[src/hdl/kmer_window_encoder_assert.svh]
// Assertion macros for the k-mer window encoder.
// Each macro takes a label, a trigger condition and a consequence.
`ifndef KMER_WINDOW_ENCODER_ASSERT_SVH
`define KMER_WINDOW_ENCODER_ASSERT_SVH

`ifndef SYNTH

// Consequence holds in the same cycle as the trigger.
`define KWE_ASSERT_IMP(lbl, ante, cons) \
  lbl: assert property (@(posedge clk_i) disable iff (!rst_ni) (ante) |-> (cons)) \
    else $error("kmer window encoder check failed");

// Consequence holds in the cycle after the trigger.
`define KWE_ASSERT_NXT(lbl, ante, cons) \
  lbl: assert property (@(posedge clk_i) disable iff (!rst_ni) (ante) |=> (cons)) \
    else $error("kmer window encoder check failed");

`else

`define KWE_ASSERT_IMP(lbl, ante, cons)
`define KWE_ASSERT_NXT(lbl, ante, cons)

`endif

`endif

[src/hdl/kwe_pkg.sv]
`default_nettype none

package kwe_pkg;

  // Largest window the encoder can hold, in bases
  localparam int unsigned BASE_LIMIT = 32;
  localparam int unsigned WORD_W     = 64;
  localparam int unsigned DIST_W     = 6;
  localparam int unsigned KLEN_W     = 6;

  // Two-bit base codes
  localparam logic [1:0] CODE_A = 2'd0;
  localparam logic [1:0] CODE_G = 2'd1;
  localparam logic [1:0] CODE_C = 2'd2;
  localparam logic [1:0] CODE_T = 2'd3;

  // Reset value of the window length register
  localparam logic [KLEN_W-1:0] KLEN_RESET = 6'd32;

  // Configuration register indexes
  typedef enum logic [1:0] {
    CFG_K_LENGTH    = 2'd0,
    CFG_SHIFT_RIGHT = 2'd1,
    CFG_QUERY_KMER  = 2'd2
  } cfg_idx_e;

  // Controls shared by every cell of the row
  typedef struct packed {
    logic       en;
    logic       clear;
    logic       shift_right;
    logic [1:0] code;
  } cell_ctl_t;

  // Where a cell stands relative to the current window length
  typedef struct packed {
    logic in_span;
    logic at_top;
    logic at_bottom;
  } cell_pos_t;

  // One result item
  typedef struct packed {
    logic [WORD_W-1:0] window_code;
    logic [WORD_W-1:0] reverse_complement;
    logic [DIST_W-1:0] distance_to_query;
  } out_item_t;

  // Occupancy of the output buffer
  typedef struct packed {
    logic main_valid;
    logic skid_valid;
  } ost_status_t;

  // Map an ASCII nucleotide to its code; anything unknown reads as A
  function automatic logic [1:0] base_code(input logic [7:0] ch);
    logic [1:0] c;
    case (ch)
      8'h47, 8'h67: c = CODE_G;
      8'h43, 8'h63: c = CODE_C;
      8'h54, 8'h74: c = CODE_T;
      default:      c = CODE_A;
    endcase
    return c;
  endfunction

  // Count set bits with a five-level adder tree
  function automatic logic [5:0] popcnt32(input logic [31:0] v);
    logic [1:0] l1 [16];
    logic [2:0] l2 [8];
    logic [3:0] l3 [4];
    logic [4:0] l4 [2];
    for (int i = 0; i < 16; i++) l1[i] = {1'b0, v[2*i]} + {1'b0, v[2*i+1]};
    for (int i = 0; i < 8; i++)  l2[i] = {1'b0, l1[2*i]} + {1'b0, l1[2*i+1]};
    for (int i = 0; i < 4; i++)  l3[i] = {1'b0, l2[2*i]} + {1'b0, l2[2*i+1]};
    for (int i = 0; i < 2; i++)  l4[i] = {1'b0, l3[2*i]} + {1'b0, l3[2*i+1]};
    return {1'b0, l4[0]} + {1'b0, l4[1]};
  endfunction

endpackage

`default_nettype wire

[src/hdl/kwe_cell.sv]
`default_nettype none

// One base position of the window: holds its code and its query mismatch flag
module kwe_cell import kwe_pkg::*; (
  input  wire logic       clk_i,
  input  wire logic       rst_ni,
  input  wire cell_ctl_t  ctl_i,
  input  wire cell_pos_t  pos_i,
  input  wire logic [1:0] lower_i,
  input  wire logic [1:0] upper_i,
  input  wire logic [1:0] query_i,
  output logic      [1:0] code_o,
  output logic            miss_o
);

  logic [1:0] code_q, code_d;
  logic       miss_q, miss_d;
  logic [1:0] fill;

  // Pick the incoming base: new code at the entry end, else the neighbor (zero on clear); zero outside the span
  always_comb begin
    if (ctl_i.shift_right) begin
      fill = pos_i.at_top ? ctl_i.code : (ctl_i.clear ? 2'b00 : upper_i);
    end else begin
      fill = pos_i.at_bottom ? ctl_i.code : (ctl_i.clear ? 2'b00 : lower_i);
    end
    code_d = pos_i.in_span ? fill : 2'b00;
    miss_d = pos_i.in_span && (code_d != query_i);
  end

  // Advance on each accepted item
  always_ff @(posedge clk_i or negedge rst_ni) begin
    if (!rst_ni) begin
      code_q <= 2'b00;
      miss_q <= 1'b0;
    end else if (ctl_i.en) begin
      code_q <= code_d;
      miss_q <= miss_d;
    end
  end

  assign code_o = code_q;
  assign miss_o = miss_q;

endmodule

`default_nettype wire

[src/hdl/kwe_ostage.sv]
`default_nettype none

// Output register with a skid entry so the row can advance while a result waits
module kwe_ostage import kwe_pkg::*; (
  input  wire logic        clk_i,
  input  wire logic        rst_ni,
  input  wire logic        s1_valid_i,
  input  wire out_item_t   item_i,
  output logic             move_o,
  output logic             out_valid_o,
  input  wire logic        out_stall_i,
  output out_item_t        item_o,
  output ost_status_t      status_o
);

  logic      main_valid_q, main_valid_d;
  logic      skid_valid_q, skid_valid_d;
  out_item_t main_q, main_d;
  out_item_t skid_q, skid_d;
  logic      main_free;

  // Fill main first, spill into skid when main is held
  always_comb begin
    main_free    = !main_valid_q || !out_stall_i;
    move_o       = s1_valid_i && !skid_valid_q;
    main_valid_d = main_valid_q;
    skid_valid_d = skid_valid_q;
    main_d       = main_q;
    skid_d       = skid_q;
    if (main_free) begin
      if (skid_valid_q) begin
        main_d       = skid_q;
        main_valid_d = 1'b1;
        skid_valid_d = 1'b0;
      end else begin
        main_d       = item_i;
        main_valid_d = move_o;
      end
    end else if (move_o) begin
      skid_d       = item_i;
      skid_valid_d = 1'b1;
    end
  end

  always_ff @(posedge clk_i or negedge rst_ni) begin
    if (!rst_ni) begin
      main_valid_q <= 1'b0;
      skid_valid_q <= 1'b0;
    end else begin
      main_valid_q <= main_valid_d;
      skid_valid_q <= skid_valid_d;
    end
  end

  // Payload holds no reset
  always_ff @(posedge clk_i) begin
    main_q <= main_d;
    skid_q <= skid_d;
  end

  assign out_valid_o         = main_valid_q;
  assign item_o              = main_q;
  assign status_o.main_valid = main_valid_q;
  assign status_o.skid_valid = skid_valid_q;

endmodule

`default_nettype wire

[src/hdl/kmer_window_encoder.sv]
// The cell row loads at the edge that accepts an item; its result then moves into the output
// register, or into the skid entry while the output register is held by out_stall_i.
// Throughput: one item per cycle while in_stall_o is low; the cell row shifts once per item and
// the skid entry lets it advance while the previous result is stalled.
// Reset (rst_ni low, asynchronous): window cleared, k_length 32, shift_right 0,
// query_kmer 0, no result pending.
`default_nettype none

`include "kmer_window_encoder_assert.svh"

module kmer_window_encoder import kwe_pkg::*; #(
  parameter int unsigned MAX_BASES = 32
) (
  input  wire logic        clk_i,
  input  wire logic        rst_ni,
  // configuration port
  input  wire logic        cfg_we_i,
  input  wire logic [1:0]  cfg_idx_i,
  input  wire logic [63:0] cfg_data_i,
  // input channel
  input  wire logic        in_valid_i,
  output logic             in_stall_o,
  input  wire logic [7:0]  base_char_i,
  input  wire logic        start_new_i,
  // output channel
  output logic             out_valid_o,
  input  wire logic        out_stall_i,
  output logic [63:0]      window_code_o,
  output logic [63:0]      reverse_complement_o,
  output logic [5:0]       distance_to_query_o
);

  localparam int unsigned IDX_W = (MAX_BASES > 1) ? $clog2(MAX_BASES) : 1;

  logic [KLEN_W-1:0] k_length_q;
  logic              shift_right_q;
  logic [63:0]       query_kmer_q;
  logic [KLEN_W-1:0] k_eff;
  logic              in_accept;
  logic              s1_valid_q, s1_valid_d;
  logic              s1_move;
  cell_ctl_t         ctl;
  logic [1:0]        cell_code [MAX_BASES];
  logic [MAX_BASES-1:0] miss_vec;
  logic [MAX_BASES-1:0] span;
  logic [63:0]       window_w;
  logic [63:0]       rc_w;
  logic [63:0]       span_mask;
  logic              out_in_span;
  out_item_t         s1_item;
  out_item_t         out_item;
  ost_status_t       ost_status;

  // Write configuration registers; unknown indexes are dropped
  always_ff @(posedge clk_i or negedge rst_ni) begin
    if (!rst_ni) begin
      k_length_q    <= KLEN_RESET;
      shift_right_q <= 1'b0;
      query_kmer_q  <= '0;
    end else if (cfg_we_i) begin
      case (cfg_idx_i)
        CFG_K_LENGTH:    k_length_q    <= cfg_data_i[KLEN_W-1:0];
        CFG_SHIFT_RIGHT: shift_right_q <= cfg_data_i[0];
        CFG_QUERY_KMER:  query_kmer_q  <= cfg_data_i;
        default: ;
      endcase
    end
  end

  // Clamp the window length into 1..MAX_BASES
  always_comb begin
    if (k_length_q == '0) begin
      k_eff = KLEN_W'(1);
    end else if (k_length_q > KLEN_W'(MAX_BASES)) begin
      k_eff = KLEN_W'(MAX_BASES);
    end else begin
      k_eff = k_length_q;
    end
  end

  // Stage one is the cell row itself; it holds while the skid entry is full
  assign in_stall_o = s1_valid_q && ost_status.skid_valid;
  assign in_accept  = in_valid_i && !in_stall_o;

  always_comb begin
    s1_valid_d = s1_valid_q;
    if (in_accept) begin
      s1_valid_d = 1'b1;
    end else if (s1_move) begin
      s1_valid_d = 1'b0;
    end
  end

  always_ff @(posedge clk_i or negedge rst_ni) begin
    if (!rst_ni) begin
      s1_valid_q <= 1'b0;
    end else begin
      s1_valid_q <= s1_valid_d;
    end
  end

  assign ctl.en          = in_accept;
  assign ctl.clear       = start_new_i;
  assign ctl.shift_right = shift_right_q;
  assign ctl.code        = base_code(base_char_i);

  // Build the row of cells
  for (genvar i = 0; i < MAX_BASES; i++) begin : g_cell
    logic [1:0] lower;
    logic [1:0] upper;
    cell_pos_t  pos;

    if (i == 0) begin : g_bot
      assign lower = 2'b00;
    end else begin : g_mid_lo
      assign lower = cell_code[i-1];
    end
    if (i == MAX_BASES - 1) begin : g_top
      assign upper = 2'b00;
    end else begin : g_mid_hi
      assign upper = cell_code[i+1];
    end

    assign span[i]       = KLEN_W'(i) < k_eff;
    assign pos.in_span   = span[i];
    assign pos.at_top    = KLEN_W'(i) == (k_eff - KLEN_W'(1));
    assign pos.at_bottom = (i == 0);

    kwe_cell u_cell (
      .clk_i   (clk_i),
      .rst_ni  (rst_ni),
      .ctl_i   (ctl),
      .pos_i   (pos),
      .lower_i (lower),
      .upper_i (upper),
      .query_i (query_kmer_q[2*i +: 2]),
      .code_o  (cell_code[i]),
      .miss_o  (miss_vec[i])
    );
  end

  // Gather window, reverse complement and mask from the row
  always_comb begin
    logic [KLEN_W-1:0] src;
    window_w  = '0;
    rc_w      = '0;
    span_mask = '0;
    for (int j = 0; j < MAX_BASES; j++) begin
      src = k_eff - KLEN_W'(1) - KLEN_W'(j);
      window_w[2*j +: 2]  = cell_code[j];
      span_mask[2*j +: 2] = {2{span[j]}};
      if (span[j] && (src < KLEN_W'(MAX_BASES))) begin
        rc_w[2*j +: 2] = ~cell_code[src[IDX_W-1:0]];
      end
    end
  end

  assign s1_item.window_code        = window_w;
  assign s1_item.reverse_complement = rc_w;
  assign s1_item.distance_to_query  = popcnt32(32'(miss_vec));

  kwe_ostage u_ostage (
    .clk_i       (clk_i),
    .rst_ni      (rst_ni),
    .s1_valid_i  (s1_valid_q),
    .item_i      (s1_item),
    .move_o      (s1_move),
    .out_valid_o (out_valid_o),
    .out_stall_i (out_stall_i),
    .item_o      (out_item),
    .status_o    (ost_status)
  );

  assign window_code_o        = out_item.window_code;
  assign reverse_complement_o = out_item.reverse_complement;
  assign distance_to_query_o  = out_item.distance_to_query;

  // Result bits above the window span stay zero
  assign out_in_span = ((window_code_o & ~span_mask) == 64'd0) &&
                       ((reverse_complement_o & ~span_mask) == 64'd0);

  // Checks
  `KWE_ASSERT_IMP(a_skid_needs_main, ost_status.skid_valid, ost_status.main_valid)
  `KWE_ASSERT_IMP(a_out_in_span, out_valid_o, out_in_span)
  `KWE_ASSERT_IMP(a_dist_le_k, out_valid_o, distance_to_query_o <= k_eff)
  `KWE_ASSERT_NXT(a_row_holds, s1_valid_q && in_stall_o, $stable(window_w))

endmodule

`default_nettype wire

[config.mk]
export PLATFORM = sky130hd
export DESIGN_NAME = kmer_window_encoder
export DESIGN_NICKNAME = d
export VERILOG_FILES = /design/src/hdl/kwe_pkg.sv /design/src/hdl/kwe_cell.sv /design/src/hdl/kwe_ostage.sv /design/src/hdl/kmer_window_encoder.sv
export VERILOG_INCLUDE_DIRS = /design/src /design/src/hdl
export SDC_FILE = /design/constraint.sdc
export NUM_CORES = 1
export LEC_CHECK = 0
export ABC_AREA = 1
export BUFFER_PORTS_ARGS = -buffer_cell sky130_fd_sc_hd__buf_2
export CAP_MARGIN = 15
export CORE_ASPECT_RATIO = 0.75
export CORE_MARGIN = 2
export CORE_UTILIZATION = 40
export CTS_BUF_LIST = sky130_fd_sc_hd__clkbuf_8
export CTS_CLUSTER_DIAMETER = 150
export DETAILED_ROUTE_END_ITERATION = 16
export HOLD_SLACK_MARGIN = 0.1
export PLACE_DENSITY = 0.6
export SLEW_MARGIN = 20
export SYNTH_ARGS = -nofsm -noshare
export SYNTH_HDL_FRONTEND = slang
export SYNTH_SLANG_ARGS = --single-unit
[constraint.sdc]
create_clock -name clk_i -period 28.1 [get_ports clk_i]
set_input_delay 4.215 -clock clk_i [delete_from_list [all_inputs] [get_ports clk_i]]
set_output_delay 4.215 -clock clk_i [all_outputs]
set_load 0.01 [all_outputs]
==> results of run 1 <==
## worst max-delay path: cells and delay by family (launching register included)
| kind | cells | cell delay (ns) |
|---|---|---|
| buf+inv | 5 | 1.83 |
| flops | 1 | 0.48 |
| xor+xnor | 1 | 0.51 |
| fa+ha+maj | 2 | 1.15 |
| simple gates | 10 | 2.21 |
## power groups by stage
stage / clock (mW) / combinational, mW / sequential [mW]
2_1_floorplan: 0 / 1.35 / 1.01
3_3_place_gp: 0 / 2.05 / 1.02
3_5_place_dp: 0 / 2.06 / 1.02
4_1_cts: 0.602 / 2.08 / 1.01
5_1_grt: 0.629 / 2.34 / 1.03
6_report: 0.591 / 2.09 / 1.02
## cells in the final DEF (no fill, tap or decap), drive strengths merged, types with 28 or more instances in the layout
cell type and count:
nor2 163, dfrtp 169, nand4 28, mux2 37, buf 244, a21oi 81, nand3 632, ha 30
clkbuf 85, a21boi 28, xor2 49, o21ai 254, edfxtp 268, nand2 923, inv 282
## layout make-up
class | instances | share of cell area, %
Antenna cell | 1 | 0.00868
Clock inverter | 52 | 1.18
Sequential cell | 438 | 42.7
Tap cell | 861 | 3.74
Multi-Input combinational cell | 2320 | 40.5
Timing Repair Buffer | 244 | 4.52
Inverter | 255 | 3.33
Clock buffer | 85 | 4.06
## kinds of logic (layout without fill, tap and decap cells)
| logic type | after synthesis | in the layout |
|---|---|---|
| muxes | 37 | 37 |
| adders and majority gates | 54 | 54 |
| and+or+nand+nor | 1772 | 1772 |
| other | 1 | 3 |
| AOI/OAI and AO/OA | 397 | 397 |
| DFF | 438 | 438 |
| buffers and inverters | 403 | 636 |
| xor gates and xnor gates | 58 | 58 |
## final timing paths
path / start / endpoint / slack (ns) / depth (start not counted)
hold reg to reg: g_cell[27].u_cell.miss_o / g_cell[27].u_cell.miss_o / 0.48 / 2
setup / recovery: k_length_q[5] / u_ostage.item_o[37] / 21.56 / 18
hold / removal: g_cell[27].u_cell.miss_o / g_cell[27].u_cell.miss_o / 0.48 / 2
max in group asynchronous: rst_ni / query_kmer_q[37] / 22.58 / 3
setup reg to reg: k_length_q[5] / u_ostage.item_o[37] / 21.56 / 18
min in group asynchronous: rst_ni / shift_right_q / 3.48 / 1
## per-layer routing
metal | up-vias | wire length [µm] | global-route usage, %
met5 | - | 0 | 0
met4 | 0 | 3450 | 10.3
met3 | 164 | 11100 | 8.53
met2 | 1306 | 41400 | 43.0
met1 | 11200 | 45700 | 45.7
li1 | 11000 | - | -
## per-stage QoR
| step | utilization (%) | hold slack (ns) | worst slack [ns] | area [µm²] | total power [mW] |
|---|---|---|---|---|---|
| 2_1_floorplan | - | 0.449 | 13.94 | 25500 | 2.36 |
| 3_3_place_gp | 43.1 | 0.464 | 21.24 | 27300 | 3.07 |
| 3_5_place_dp | 43.1 | 0.466 | 21.30 | 27300 | 3.08 |
| 4_1_cts | 45.5 | 0.482 | 21.92 | 28800 | 3.70 |
| 5_1_grt | 45.5 | 0.505 | 21.44 | 28800 | 3.99 |
| 6_report | 45.5 | 0.477 | 21.56 | 28800 | 3.69 |
## flip-flops by register name, summed over array words and instances (netlist names)
signal and flops:
g_cell.u_cell.code_o 64, g_cell.u_cell.miss_o 32, k_length_q 6, query_kmer_q 64, s1_valid_q 1, shift_right_q 1
u_ostage.item_o 134, u_ostage.out_valid_o 1, u_ostage.skid_q 134, u_ostage.skid_valid_q 1
==> qor.csv, run 1 <==
metric;value;unit
area grow syn2layout;13.0;%
Post-synth EDFFs;268;
clk_skew;0.0720;ns
adder-cell share of the synthesized area;3.36;%
Finished Layout Cells;4256;
H-tree depth;3;
DR pass1 iterations;8;
CP Capture Type;register;
Comb pwr share;56.5;%
largest cells by area after synthesis;edfxtp_1, dfrtp_1, nand2_1;
Synth Flop Type;edfxtp_1;
RSZ-0062 raised after global routing;false;
Longest Clk Path Bufs;3;
CTS tree;yes;
cts-stage hold buffer count;0;
worst path required time;28.51;ns
Setup TNS Final;0;ns
final hold violation count;0;
Synth area leader;edfxtp_1;
Clk pin slew, worst setup/hold paths;0.06;ns
input/output buffers;214;
Final period util;23.3;%
Die Area;0.0658;mm²
post-CTS sizing;0;
most used cell, CP;nand2_1;
Rows;80;
Initial Utilization;40.2;%
Avg Vias per Cell;5.56;
multiplexer area fraction after synthesis;1.63;%
Rel. slew slack;24.5;%
die height;223;µm
hpwl dp;76.7;mm
post-synthesis register bit count;438;
Sink Count;438;
post-synthesis xor/xnor area fraction;2.32;%
Reg area;0.0123;mm²
initial antenna violation count;1;
CP max stage delay;0.79;ns
number of global-route vias before repair;21500;
GP Congestion;1.00;
max-slew violation count;0;
via count;23700;
Fillers;6291;
CTS Buf Count;74;
cell total after placement;4118;
clock network fraction of total power;16.0;%
Antenna Violating Nets Remaining;0;
VDD IR max;0.440;mV
yosys warns;0;
later-pin clock latency in the skew report;0.72;ns
wire per inst;23.9;µm
switch share;49.3;%
share of Yosys cell area claimed by the top area cell type;31.6;%
Ports;216;
nets;3467;
P_int;1.87;mW
minimum clock period;6.54;ns
CP max stage cell;ha_1;
Final Setup Violations;0;
All-Layer GR Usage;30.8;%
Post-Synth Simple-Gate Area;29.9;%
main combinational cell family by area after synthesis;simple AND/OR/NAND/NOR gates;
CP arrival;6.95;ns
complex-gate fraction of the synthesized area;8.30;%
f_max;0.153;GHz
Multi-input gate area;0.0117;mm²
synthesized area;0.0255;mm²
DRC viols;0;
Startpoint Class;register;
class of the worst hold path;reg2reg;
status;complete, no violations;
worst-margin pin slew;1.12;ns
P_leak;13.1;nW
post-synthesis cell count;3160;
Core Area;0.0634;mm²
top-count cell post-synth;nand2_1;
Crit Path Class;reg2reg;
Power Dens Cells;128;mW/mm²
Synth async-reset ratio;38.8;%
clk root buf;clkbuf_8;
Unique masters post-synth;45;
pin count of the biggest net entering global routing;93;
Switch Pwr;1.82;mW
synthesized area per cell;8.07;µm²
crit-path cells;nor2_4 -> nand3_4 -> nand2_2 -> buf_4 -> inv_2 -> ha_1 -> nand2_1 -> nand2_8 -> inv_2 -> ha_1 -> nand2_1 -> inv_1 -> xor2_1 -> inv_2 -> nand3_1 -> nand2_1 -> nand3_1 -> nand2_1;
DIE WIDTH;296;µm
post-CTS setup repair buffer count;0;
Starting DRT DRC Count;3533;
layout cells sized above 1;12.6;%
CP Max Fanout;53;
sequential fraction of the synthesis area;48.2;%
Max-Cap Viols;0;
first-pass GRT wire length;147;mm
sequential power share;27.5;%
Routed WL;102;mm
grt ovf;0;
Synth top cells by count;nand2_1, nand3_1, edfxtp_1;
Power figures use the tool's default switching activity.
==> inputs of run 2 (changes only) <==
==> constraint.sdc (replaced) <==
create_clock -name clk_i -period 6.41 [get_ports clk_i]
set_input_delay 0.9615 -clock clk_i [delete_from_list [all_inputs] [get_ports clk_i]]
set_output_delay 0.9615 -clock clk_i [all_outputs]
set_load 0.01 [all_outputs]
==> run 2 against run 1 <==
Register-to-register slack got worse by 20 ns. First-iteration DRC count down 2.6%. Critical endpoint is now u_ostage.item_o[4]. Critical path depth is 3 lower. Combinational power grew to 4.2 times the previous value. Setup slack worse by 20 ns. Worst hold slack got worse by 0.26 ns. Largest cell class unchanged. Die area did not move. Power grew to 4.3 times the previous value. Routed wire length decreased by 0.61%.
==> qor.csv, run 2 (same netlist as run 1, synthesis figures left out) <==
metric;value;unit;change
status;complete, no violations;;
layout cells sized above 1;12.9;%;+0.23 points
worst path required time;6.86;ns;-21.65 ns
Setup TNS Final;0;ns;unchanged
post-CTS sizing;0;;unchanged
CTS Buf Count;74;;unchanged
RSZ-0062 raised after global routing;false;;
cts-stage hold buffer count;0;;unchanged
most frequent cells in the layout;nand2_1, nand3_1, edfxtp_1;;
post-CTS setup repair buffer count;0;;unchanged
Crit Path Class;reg2reg;;
Clk pin slew, worst setup/hold paths;0.07;ns;about the same
Antenna Violating Nets Remaining;0;;unchanged
GP Congestion;1.06;;+5.7%
Power Dens Cells;543;mW/mm²;+320%
Final Setup Violations;0;;unchanged
CP max stage delay;0.57;ns;-0.22 ns
CP Capture Type;register;;
Die Area;0.0658;mm²;unchanged
class of the worst hold path;in2async;;
number of global-route vias before repair;21700;;+0.89%
placed cell areas;0.0274;mm²;+0.33%
worst setup path start;g_cell[17].u_cell.miss_o;;
Final period util;75.7;%;+52 points
nets;3478;;+0.32%
later-pin clock latency in the skew report;0.71;ns;about the same
Ports;216;;unchanged
DRC viols;0;;unchanged
commonest non-fill, non-tap cell in the layout;nand2_1;;
Starting DRT DRC Count;3440;;-2.6%
Longest Clk Path Bufs;3;;unchanged
Startpoint Class;register;;
Avg Vias per Cell;5.59;;+0.61%
Max-Cap Viols;0;;unchanged
DIE WIDTH;296;µm;unchanged
final hold violation count;0;;unchanged
Core Area;0.0634;mm²;unchanged
first-pass GRT wire length;147;mm;-0.17%
All-Layer GR Usage;30.7;%;-0.12 points
hpwl dp;77.0;mm;+0.38%
P_leak;13.2;nW;+0.30%
worst-margin pin slew;1.27;ns;+0.151 ns
initial antenna violation count;3;;+2
grt ovf;0;;unchanged
CP Max Fanout;2;;-96%
r2r endpoint;u_ostage.item_o[4];;
Reg2Reg Setup Slack;1.56;ns;-20.00 ns
most used cell, CP;fa_1;;
CP arrival;5.30;ns;-1.65 ns
DR pass1 iterations;7;;-1
f_max;0.206;GHz;+35%
pin count of the biggest net entering global routing;135;;+45%
post-route cell area;0.0289;mm²;+0.32%
Sink Count;438;;unchanged
die height;223;µm;unchanged
via count;23900;;+0.79%
Rel. slew slack;14.3;%;-10 points
input/output buffers;214;;unchanged
Reg2Reg Depth;15;;-3
clk root buf;clkbuf_8;;
CTS tree;yes;;
ANT cells;0;;-1
crit-path cells;fa_1 -> inv_1 -> fa_1 -> fa_1 -> fa_1 -> fa_1 -> fa_1 -> inv_1 -> ha_1 -> fa_1 -> nand3_1 -> nand3_1 -> xor2_1 -> nand2_1 -> nand2_1;;
Rows;80;;unchanged
clk_skew;0.0712;ns;-0.000742 ns
Routed WL;101;mm;-0.61%
worst r2r src;g_cell[17].u_cell.miss_o;;
wire per inst;23.7;µm;-0.80%
CP max stage cell;fa_1;;
H-tree depth;3;;unchanged
minimum clock period;4.85;ns;-1.69 ns
VDD IR max;1.48;mV;+240%
max-slew violation count;0;;unchanged
area grow syn2layout;13.4;%;
Initial Utilization;40.2;%;unchanged
==> run 2: area by class of cell <==
class	count	area, µm²
tap	861	1080
sequential	438	12300
multi-input combinational	2320	11700
timing repair buffer	255	1410
clock inverter	55	395
inverter	255	960
clock buffer	80	1100
fill	6368	34400
==> run 2: how the worst max path moves through the flow <==
stage                                     to  slack, ns  cells past startpoint
final                     u_ostage.item_o[4]       1.56                     15
after detailed placement  u_ostage.item_o[4]       1.57                     15
after floorplan           u_ostage.skid_q[0]       0.52                      2
after global placement    u_ostage.item_o[4]       1.60                     15
after CTS                 u_ostage.item_o[4]       1.55                     15
after global routing      u_ostage.item_o[4]       1.36                     15
==> run 2: routing by layer <==
layer / GRT usage (%) / part of all wire [%] / routed length (µm)
met4: 12.1 / 4.4 / 4470
met1: 46.2 / 45 / 45200
met3: 8.35 / 12 / 11700
met5: 0 / 0.016 / 16
met2: 41.3 / 39 / 39700
==> run 2: power breakdown <==
part	total (mW)	internal (mW)	switching (mW)
Clock	2.59	1.34	1.25
Sequential	4.42	3.99	0.432
Combinational	8.69	2.79	5.89
==> run 2: worst max-delay path, delay by kind of cell (launching register included) <==
family,cells,cell delay (ns)
xor+xnor,1,0.16
buf+inv,2,0.11
fa+ha+maj,8,3.65
flops,1,0.40
simple gates,4,0.28
==> run 2: through the flow <==
stage                     setup slack (ns)  util (%)  total power [mW]  std cells  hold slack, ns
after floorplan                      0.517         -              10.3       3161           0.449
after global placement                1.60      43.3              12.9       4128           0.465
after detailed placement              1.57      43.3              13.0       4128           0.466
after CTS                             1.55      45.6              15.6       4263           0.204
after global routing                  1.36      45.6              16.9       4264           0.230
final                                 1.56      45.6              15.7       4264           0.217
